--- src/rtl/assert_macros.svh ---
// ----------------------------------------------------------------------------
// Assertion macros
// Concurrent assertion helpers clocked on clk_i, disabled during reset.
// ----------------------------------------------------------------------------
`ifndef ASSERT_MACROS_SVH
`define ASSERT_MACROS_SVH
`ifndef SYNTHESIS
`define WST_ASSERT(lbl, prop, msg) \
  lbl: assert property (@(posedge clk_i) disable iff (!rst_ni) prop) else $error(msg);
`define WST_ASSERT_NEVER(lbl, expr, msg) \
  lbl: assert property (@(posedge clk_i) disable iff (!rst_ni) !(expr)) else $error(msg);
`else
`define WST_ASSERT(lbl, prop, msg)
`define WST_ASSERT_NEVER(lbl, expr, msg)
`endif
`endif

--- src/rtl/wst_pkg.sv ---
// ----------------------------------------------------------------------------
// wst_pkg
// Shared types and constants of the wavetable sound channels.
// ----------------------------------------------------------------------------
`default_nettype none
package wst_pkg;
  localparam int NumChannels = 8;
  localparam int RamBytes    = 128;
  localparam int RamAw       = 7;
  localparam int ChanCnt     = 8;
  localparam int ChanAw      = 3;

  typedef enum logic [1:0] {
    OP_ADDR  = 2'd0,
    OP_WRITE = 2'd1,
    OP_READ  = 2'd2,
    OP_TICK  = 2'd3
  } op_e;

  localparam logic CfgTickStep = 1'b0;
  localparam logic CfgMasterVol = 1'b1;

  localparam logic [2:0] RegFreqLo  = 3'd0;
  localparam logic [2:0] RegFreqMid = 3'd2;
  localparam logic [2:0] RegFreqHi  = 3'd4;
  localparam logic [2:0] RegWave    = 3'd6;
  localparam logic [2:0] RegVol     = 3'd7;

  localparam int PendFreq = 0;
  localparam int PendLen  = 1;
  localparam int PendVol  = 2;

  localparam logic [5:0] LenFull    = 6'h20;
  localparam logic [5:0] LenReset   = 6'h10;
  localparam logic [23:0] TickReset = 24'd11350000;
  localparam logic [8:0] MvolReset  = 9'd256;

  typedef struct packed {
    logic [17:0]        step;
    logic [5:0]         units;
    logic [22:0]        phase;
    logic signed [25:0] credit;
    logic [3:0]         vol;
  } chan_t;

  localparam int ChanW = $bits(chan_t);
endpackage
`default_nettype wire

--- src/rtl/wst_ram.sv ---
// ----------------------------------------------------------------------------
// wst_ram
// Generic single-write, single-read RAM with registered read data.
// ----------------------------------------------------------------------------
`default_nettype none
module wst_ram #(
  parameter int Width = 8,
  parameter int Depth = 128
) (
  input  wire logic                     clk_i,
  input  wire logic                     we_i,
  input  wire logic [$clog2(Depth)-1:0] waddr_i,
  input  wire logic [Width-1:0]         wdata_i,
  input  wire logic [$clog2(Depth)-1:0] raddr_i,
  output logic      [Width-1:0]         rdata_o
);
  logic [Width-1:0] mem_q [Depth];

  always_ff @(posedge clk_i) begin
    if (we_i) begin
      mem_q[waddr_i] <= wdata_i;
    end
    rdata_o <= mem_q[raddr_i];
  end
endmodule
`default_nettype wire

--- src/rtl/wavetable_sound_channels.sv ---
// ----------------------------------------------------------------------------
// wavetable_sound_channels
// Eight-channel 4-bit wavetable synth with a 128-byte sound RAM.
// ----------------------------------------------------------------------------
// Address write and data write transactions finish in the cycle after they are
// accepted, a data read goes through S_READ first. A tick walks the active
// channels through the sound RAM port in states S_LD, S_F0, S_F2, S_F4, S_V,
// S_STEP and S_SMP, with S_STEP repeated once per credit wrap, then mixes in
// S_MIX and S_OUT. Each result shows on result_valid_o for one cycle and the
// receiver cannot stall it; busy_o is low while the next transaction may start.
`default_nettype none
`include "assert_macros.svh"
module wavetable_sound_channels
  import wst_pkg::*;
(
  input  wire logic               clk_i,
  input  wire logic               rst_ni,
  input  wire logic               start_i,
  output logic                    busy_o,
  input  wire logic [1:0]         op_i,
  input  wire logic [7:0]         bus_byte_i,
  output logic                    result_valid_o,
  output logic      [7:0]         read_byte_o,
  output logic signed [14:0]      sample_o,
  input  wire logic               cfg_valid_i,
  output logic                    cfg_ready_o,
  input  wire logic               cfg_index_i,
  input  wire logic [23:0]        cfg_data_i
);
  typedef enum logic [10:0] {
    S_IDLE = 11'b00000000001,
    S_READ = 11'b00000000010,
    S_LD   = 11'b00000000100,
    S_F0   = 11'b00000001000,
    S_F2   = 11'b00000010000,
    S_F4   = 11'b00000100000,
    S_V    = 11'b00001000000,
    S_STEP = 11'b00010000000,
    S_SMP  = 11'b00100000000,
    S_MIX  = 11'b01000000000,
    S_OUT  = 11'b10000000000
  } state_e;

  state_e state_q, state_d;
  logic [RamAw-1:0] ptr_q, ptr_d;
  logic auto_q, auto_d;
  logic [3:0] active_q, active_d;
  logic [2:0] pend_q [ChanCnt];
  logic [2:0] pend_d [ChanCnt];
  logic [7:0] wstart_q [ChanCnt];
  logic [7:0] wstart_d [ChanCnt];
  logic [RamBytes-1:0] snd_vld_q, snd_vld_d;
  logic [ChanCnt-1:0] chan_vld_q, chan_vld_d;
  logic [23:0] tick_step_q;
  logic [8:0] mvol_q;
  logic [ChanAw-1:0] ch_q, ch_d;
  logic [3:0] cnt_q, cnt_d;
  logic signed [10:0] sum_q, sum_d;
  chan_t rec_q, rec_d;
  logic [7:0] f0_q, f0_d, f2_q, f2_d, f4_q, f4_d;
  logic signed [20:0] prod_q, prod_d;
  logic idx_lsb_q, idx_lsb_d;
  logic out_vld_q, out_vld_d;
  logic [7:0] out_byte_q, out_byte_d;
  logic signed [14:0] out_smp_q, out_smp_d;
  logic snd_rvld_q, chan_rvld_q;

  logic snd_we;
  logic [RamAw-1:0] snd_raddr;
  logic [7:0] snd_rraw, snd_rdata;
  logic chan_we;
  logic [ChanW-1:0] chan_rraw;
  chan_t chan_rdata, chan_rst;

  logic accept;
  logic [3:0] cnt_clip;
  logic [5:0] new_units;
  logic [23:0] ph_sum, ph_len;
  logic [7:0] idx;
  logic [3:0] nib;
  logic signed [9:0] term;
  logic signed [16:0] shifted;

  wst_ram #(.Width(8), .Depth(RamBytes)) u_snd_ram (
    .clk_i   (clk_i),
    .we_i    (snd_we),
    .waddr_i (ptr_q),
    .wdata_i (bus_byte_i),
    .raddr_i (snd_raddr),
    .rdata_o (snd_rraw)
  );

  wst_ram #(.Width(ChanW), .Depth(ChanCnt)) u_chan_ram (
    .clk_i   (clk_i),
    .we_i    (chan_we),
    .waddr_i (ch_q),
    .wdata_i (rec_q),
    .raddr_i (ch_q),
    .rdata_o (chan_rraw)
  );

  always_comb begin
    chan_rst = '0;
    chan_rst.units = LenReset;
  end

  assign snd_rdata  = snd_rvld_q ? snd_rraw : 8'h00;
  assign chan_rdata = chan_rvld_q ? chan_t'(chan_rraw) : chan_rst;
  assign accept     = start_i && (state_q == S_IDLE);
  assign cnt_clip   = (active_q > 4'(NumChannels)) ? 4'(NumChannels) : active_q;
  assign new_units  = LenFull - {1'b0, f4_q[4:2], 2'b00};
  assign ph_sum     = {1'b0, rec_q.phase} + {6'd0, rec_q.step};
  assign ph_len     = {rec_q.units, 18'd0};
  assign idx        = {3'd0, rec_q.phase[22:18]} + wstart_q[ch_q];
  assign nib        = idx_lsb_q ? snd_rdata[7:4] : snd_rdata[3:0];
  assign term       = (signed'({1'b0, nib}) - 5'sd8) * signed'({1'b0, rec_q.vol});
  assign shifted    = 17'(prod_q >>> 4);

  always_comb begin
    state_d    = state_q;
    ptr_d      = ptr_q;
    auto_d     = auto_q;
    active_d   = active_q;
    pend_d     = pend_q;
    wstart_d   = wstart_q;
    snd_vld_d  = snd_vld_q;
    chan_vld_d = chan_vld_q;
    ch_d       = ch_q;
    cnt_d      = cnt_q;
    sum_d      = sum_q;
    rec_d      = rec_q;
    f0_d       = f0_q;
    f2_d       = f2_q;
    f4_d       = f4_q;
    prod_d     = prod_q;
    idx_lsb_d  = idx_lsb_q;
    out_vld_d  = 1'b0;
    out_byte_d = out_byte_q;
    out_smp_d  = out_smp_q;
    snd_we     = 1'b0;
    snd_raddr  = ptr_q;
    chan_we    = 1'b0;
    unique case (state_q)
      S_IDLE: begin
        if (accept) begin
          unique case (op_e'(op_i))
            OP_ADDR: begin
              ptr_d      = bus_byte_i[6:0];
              auto_d     = bus_byte_i[7];
              out_vld_d  = 1'b1;
              out_byte_d = 8'h00;
              out_smp_d  = '0;
            end
            OP_WRITE: begin
              snd_we           = 1'b1;
              snd_vld_d[ptr_q] = 1'b1;
              if (ptr_q[6]) begin
                case (ptr_q[2:0]) inside
                  RegFreqLo, RegFreqMid: pend_d[ptr_q[5:3]][PendFreq] = 1'b1;
                  RegFreqHi: pend_d[ptr_q[5:3]][PendLen] = 1'b1;
                  RegWave: wstart_d[ptr_q[5:3]] = bus_byte_i;
                  RegVol: begin
                    pend_d[ptr_q[5:3]][PendVol] = 1'b1;
                    if (ptr_q[5:3] == 3'd7) begin
                      active_d = {1'b0, bus_byte_i[6:4]} + 4'd1;
                    end
                  end
                  default: ;
                endcase
              end
              if (auto_q) ptr_d = ptr_q + 7'd1;
              out_vld_d  = 1'b1;
              out_byte_d = 8'h00;
              out_smp_d  = '0;
            end
            OP_READ: begin
              if (auto_q) ptr_d = ptr_q + 7'd1;
              state_d = S_READ;
            end
            OP_TICK: begin
              cnt_d   = cnt_clip;
              ch_d    = ChanAw'(4'd8 - cnt_clip);
              sum_d   = '0;
              state_d = S_LD;
            end
            default: ;
          endcase
        end
      end
      S_READ: begin
        out_vld_d  = 1'b1;
        out_byte_d = snd_rdata;
        out_smp_d  = '0;
        state_d    = S_IDLE;
      end
      S_LD: begin
        snd_raddr = {1'b1, ch_q, RegFreqLo};
        state_d   = S_F0;
      end
      S_F0: begin
        rec_d     = chan_rdata;
        f0_d      = snd_rdata;
        snd_raddr = {1'b1, ch_q, RegFreqMid};
        state_d   = S_F2;
      end
      S_F2: begin
        f2_d      = snd_rdata;
        snd_raddr = {1'b1, ch_q, RegFreqHi};
        state_d   = S_F4;
      end
      S_F4: begin
        f4_d      = snd_rdata;
        snd_raddr = {1'b1, ch_q, RegVol};
        state_d   = S_V;
      end
      S_V: begin
        if (pend_q[ch_q][PendFreq] || pend_q[ch_q][PendLen]) begin
          rec_d.step = {f4_q[1:0], f2_q, f0_q};
        end
        if (pend_q[ch_q][PendLen] && (new_units != rec_q.units)) begin
          rec_d.units = new_units;
          rec_d.phase = '0;
        end
        if (pend_q[ch_q][PendVol]) rec_d.vol = snd_rdata[3:0];
        rec_d.credit = rec_q.credit - signed'({2'b00, tick_step_q});
        pend_d[ch_q] = 3'b000;
        state_d      = S_STEP;
      end
      S_STEP: begin
        if (rec_q.credit[25]) begin
          rec_d.credit = rec_q.credit + signed'({2'b00, cnt_q, 20'd0});
          rec_d.phase  = (ph_sum >= ph_len) ? 23'(ph_sum - ph_len) : ph_sum[22:0];
        end else begin
          snd_raddr        = idx[7:1];
          idx_lsb_d        = idx[0];
          chan_we          = 1'b1;
          chan_vld_d[ch_q] = 1'b1;
          state_d          = S_SMP;
        end
      end
      S_SMP: begin
        sum_d = sum_q + 11'(term);
        if (ch_q == 3'd7) begin
          state_d = S_MIX;
        end else begin
          ch_d    = ch_q + 3'd1;
          state_d = S_LD;
        end
      end
      S_MIX: begin
        prod_d  = sum_q * signed'({1'b0, mvol_q});
        state_d = S_OUT;
      end
      S_OUT: begin
        if (shifted > 17'sd16383) out_smp_d = 15'sd16383;
        else if (shifted < -17'sd16384) out_smp_d = -15'sd16384;
        else out_smp_d = 15'(shifted);
        out_byte_d = 8'h00;
        out_vld_d  = 1'b1;
        state_d    = S_IDLE;
      end
      default: state_d = S_IDLE;
    endcase
  end

  always_ff @(posedge clk_i or negedge rst_ni) begin
    if (!rst_ni) begin
      state_q     <= S_IDLE;
      ptr_q       <= '0;
      auto_q      <= 1'b1;
      active_q    <= 4'd8;
      pend_q      <= '{default: 3'b000};
      wstart_q    <= '{default: 8'h00};
      snd_vld_q   <= '0;
      chan_vld_q  <= '0;
      tick_step_q <= TickReset;
      mvol_q      <= MvolReset;
      out_vld_q   <= 1'b0;
      ch_q        <= '0;
      cnt_q       <= 4'd8;
    end else begin
      state_q    <= state_d;
      ptr_q      <= ptr_d;
      auto_q     <= auto_d;
      active_q   <= active_d;
      pend_q     <= pend_d;
      wstart_q   <= wstart_d;
      snd_vld_q  <= snd_vld_d;
      chan_vld_q <= chan_vld_d;
      out_vld_q  <= out_vld_d;
      ch_q       <= ch_d;
      cnt_q      <= cnt_d;
      if (cfg_valid_i) begin
        if (cfg_index_i == CfgTickStep) tick_step_q <= cfg_data_i;
        else if (cfg_index_i == CfgMasterVol) mvol_q <= cfg_data_i[8:0];
      end
    end
  end

  always_ff @(posedge clk_i) begin
    sum_q       <= sum_d;
    rec_q       <= rec_d;
    f0_q        <= f0_d;
    f2_q        <= f2_d;
    f4_q        <= f4_d;
    prod_q      <= prod_d;
    idx_lsb_q   <= idx_lsb_d;
    out_byte_q  <= out_byte_d;
    out_smp_q   <= out_smp_d;
    snd_rvld_q  <= snd_vld_q[snd_raddr];
    chan_rvld_q <= chan_vld_q[ch_q];
  end

  assign busy_o         = (state_q != S_IDLE);
  assign cfg_ready_o    = 1'b1;
  assign result_valid_o = out_vld_q;
  assign read_byte_o    = out_byte_q;
  assign sample_o       = out_smp_q;

  `WST_ASSERT(a_phase_in_range, (state_q == S_STEP) |-> ({1'b0, rec_q.phase} < ph_len), "phase beyond wave length")
  `WST_ASSERT_NEVER(a_one_field, result_valid_o && (read_byte_o != 8'h00) && (sample_o != 15'sd0), "both result fields set")
  `WST_ASSERT(a_start_progress, (start_i && !busy_o) |=> (busy_o || result_valid_o), "accepted transaction lost")
endmodule
`default_nettype wire
--- config.mk ---
export PLATFORM = sky130hd
export DESIGN_NAME = wavetable_sound_channels
export DESIGN_NICKNAME = d
export VERILOG_FILES = /design/src/rtl/wst_pkg.sv /design/src/rtl/wst_ram.sv /design/src/rtl/wavetable_sound_channels.sv
export VERILOG_INCLUDE_DIRS = /design/src /design/src/rtl
export SDC_FILE = /design/constraint.sdc
export NUM_CORES = 2
export LEC_CHECK = 0
export BUFFER_PORTS_ARGS = -buffer_cell sky130_fd_sc_hd__buf_2
export CAP_MARGIN = 10
export CORE_MARGIN = 3
export CORE_UTILIZATION = 35
export DETAILED_ROUTE_END_ITERATION = 10
export PLACE_DENSITY = 0.51
export SETUP_SLACK_MARGIN = 0.02
export SYNTH_ARGS = -nofsm -noshare
export SYNTH_HDL_FRONTEND = slang
export SYNTH_HIERARCHICAL = 1
export SYNTH_SLANG_ARGS = --single-unit
--- constraint.sdc ---
create_clock -name clk_i -period 7.07 [get_ports clk_i]
set_input_delay 1.7675 -clock clk_i [delete_from_list [all_inputs] [get_ports clk_i]]
set_output_delay 1.7675 -clock clk_i [all_outputs]
set_load 0.005 [all_outputs]
==> out/metrics.cfg <==
[timing]
period_share = 0.917
slew_headroom = 0.162
holdWs_ps = 449
clock_skew_ps = 67.4
fmax_ghz = 0.154
rsz0062_at_grt = false
tightest_slew_ps = 1250
slew_violations = 0
setup_viol = 0
finalHoldViolations = 0
setup_tns_ps = 0
fin_crit_ps = 6490
fin_ws_ps = 584

[power_and_ir_drop]
p_per_area_mw_per_mm2 = 311
peakVddDrop_v = 0.000659
p_leak_uw = 0.0356

[route]
via_per_inst = 5.28
totalWireLength_um = 225000
drt-wirelength-per-cell_um = 25.4
initialDrtViolationCount = 3966
drc = 0
drt_first_pass_iters = 5
ant_nets = 0
vias = 46938

[global_routing]
grt_overflow = 0
grt_pass1_wl_um = 335000
grtUsageTotal = 0.169
grt_max_degree = 166
grt_pass1_vias = 49012
antenna_found_initial = 10

[yosys]
syn_nets = 5419
netlist_instances = 5132
async_flop_share = 0.133
yosysSeqAreaShare = 0.688
yosysWarningCount = 6
ys_types = 86
synth-seq-cells = 2165
syn_area_per_cell_um2 = 17.8
syn_area_mm2 = 0.0911
synth_edf_count = 1790
ys.flop_type = edfxtp_1

[die]
ios = 65
rows = 186
fp.dieW_um = 516
start_util = 0.353
die_h_um = 516
dieArea_mm2 = 0.267
core-area_mm2 = 0.258

[clock_tree]
root_buffer = clkbuf_16
clk_pin_slew_worst_paths_ps = 60
clock_path_buffers = 3
cts_buffers = 229
cts_resized = 0
clk_latency_ps = 880
cts_max_level = 4
hold_buffers = 0
post-cts-setup-buffers = 0
cts_tree = yes
clock-sinks = 2165

[worst_setup_path]
end_kind = flop
max_stage_delay_ps = 500
crit_fanout = 9
critical_path.cell_chain = ha_1, fa_1, a211oi_2, o21ai_2, a211o_1, a211oi_2, o21bai_1, a41o_1, o41a_1, nand3_1, xnor2_1, ha_1, nand4b_1, nor3_1, nand3_1, or4_1, or4_1, or4_4, o41ai_4, mux2i_1, o21ai_1
cp.required_ps = 7640
critPathArrivalTime_ps = 7060
path_class = flop to flop
critPathSlowestCell = edfxtp_1
critPathBufInv = 0
cp_top_family = compound AO/OA/AOI/OAI gates
start_kind = flop

[layout]
area_growth_pct = 13.3
nets = 5587
drive_above_1_share = 0.226
final_cell_area_mm2 = 0.103

[place]
place_area_mm2 = 0.0959
routabilityCongestion = 0.772
port_buffers = 63
dp_hpwl_um = 137000
dp_slack_ps = 575

[run]
maxCapViolCount = 0

[worst_hold_path]
hold_path.class = flop to flop

[status]
status = finished clean

worst register-to-register path, delay by kind of cell, from the launching register on:
family | cells | cell delay [ps]
adders and majority gates | 3 | 1140
muxes | 1 | 280
xor gates and xnor gates | 1 | 100
AOI/OAI and AO/OA | 9 | 2300
and+or+nand+nor | 7 | 1880
DFF | 1 | 500
cell usage after synthesis, drive strengths merged, types with 25 or more instances:
cell	n	area, um2
edfxtp	1790	53800
mux4	491	11100
nand2	296	1110
nor2	270	1020
dfrtp	269	6730
inv	232	871
mux2	179	2240
a21o	160	1200
clkbuf	140	546
ha	137	1710
o21ai	137	689
fa	111	2220
buf	102	651
dfxtp	87	1740
a21oi	85	429
and2	71	444
nand3	65	325
mux2i	60	601
xnor2	60	526
a22oi	38	285
nor3	36	180
xor2	29	254
a22o	25	220
power breakdown:
group | internal, uW | leakage [uW] | switching [uW] | total, uW
combinational | 2700 | 0.0126 | 3400 | 6090
clock | 6670 | 0.00356 | 5060 | 11700
sequential | 14200 | 0.0194 | 58.1 | 14300
total | 23600 | 0.0356 | 8510 | 32100
state kept, by name, indices dropped and copies added (netlist names), 15 cells and up:
name	cells
snd_vld_q	128
u_snd_ram/mem_q	1024
u_chan_ram/mem_q	616
u_chan_ram/rdata_o	77
rec_q	71
pend_q	24
sample_o	15
wstart_q	64
tick_step_q	24
prod_q	17
per-stage QoR:
stage | std cells | util | total power (uW)
after floorplan | 5132 | - | 19300
after global placement | 8453 | 0.372 | 20800
after detailed placement | 8453 | 0.372 | 20700
after CTS | 8878 | 0.400 | 32700
after global routing | 8881 | 0.401 | 34000
final | 8882 | 0.401 | 32100
worst paths after layout:
path                                            from  slack (ps)                   endpoint  depth (start not counted)
setup / recovery                 rec_q[30]$_DFFE_PP_         580        rec_q[50]$_DFFE_PP_                         21
hold / removal             snd_vld_q[64]$_DFFE_PN0P_         450  snd_vld_q[64]$_DFFE_PN0P_                          1
setup reg to reg                 rec_q[30]$_DFFE_PP_         580        rec_q[50]$_DFFE_PP_                         21
hold reg to reg            snd_vld_q[64]$_DFFE_PN0P_         450  snd_vld_q[64]$_DFFE_PN0P_                          1
max in group asynchronous                     rst_ni        4850  snd_vld_q[88]$_DFFE_PN0P_                          2
min in group asynchronous                     rst_ni         860   result_valid_o$_DFF_PN0_                          1
cell families (layout without fill, tap and decap cells):
logic type | Yosys count | in the layout | synth area share
other cells | 1 | 5 | 0.0000411
compound gates | 553 | 553 | 0.0410
buf+inv | 474 | 836 | 0.0227
mux | 730 | 730 | 0.152
simple gates | 872 | 872 | 0.0439
flops | 2165 | 2165 | 0.688
xor+xnor | 89 | 89 | 0.00855
fa+ha+maj | 248 | 248 | 0.0432
area by class of cell:
cell class              count  area [um2]
well taps                3384        4230
inverters                 232         886
fillers                 23270      155000
repair buffers            179        1470
clock inverters           129        1370
clock buffers             296        6030
flip-flops and latches   2165       62700
multi-input cells        2493       26600
diodes                      4        10.0
layout by cell type, fill, tap and decap left out, types with 20 or more instances in the layout:
cell	n
and2_1	71
ha_1	137
and3_1	21
clkbuf_16	229
a21o_1	158
mux2_4	60
dfrtp_1	266
o21a_1	22
nand4_1	21
mux2i_1	60
a21oi_1	82
nor2_1	262
a22o_1	24
buf_2	54
clkinv_1	43
buf_4	104
inv_1	229
a22oi_1	38
dfxtp_1	87
buf_12	20
clkbuf_1	62
fa_1	111
xnor2_1	60
xor2_1	29
edfxtp_1	1790
mux4_2	491
nor3_1	27
nand3_1	64
clkinv_2	31
mux2_2	119
o21ai_0	131
nand2_1	294
routing by layer:
layer | vias up | wire length [um] | share of wire | track usage
met3 | 299 | 10200 | 0.045 | 0.0242
li1 | 20231 | - | - | -
met2 | 1094 | 110000 | 0.49 | 0.281
met4 | 0 | 4240 | 0.019 | 0.0373
met1 | 25314 | 100000 | 0.45 | 0.236
met5 | - | 0 | 0 | 0
Note: power is estimated with default switching activity, not from simulation.
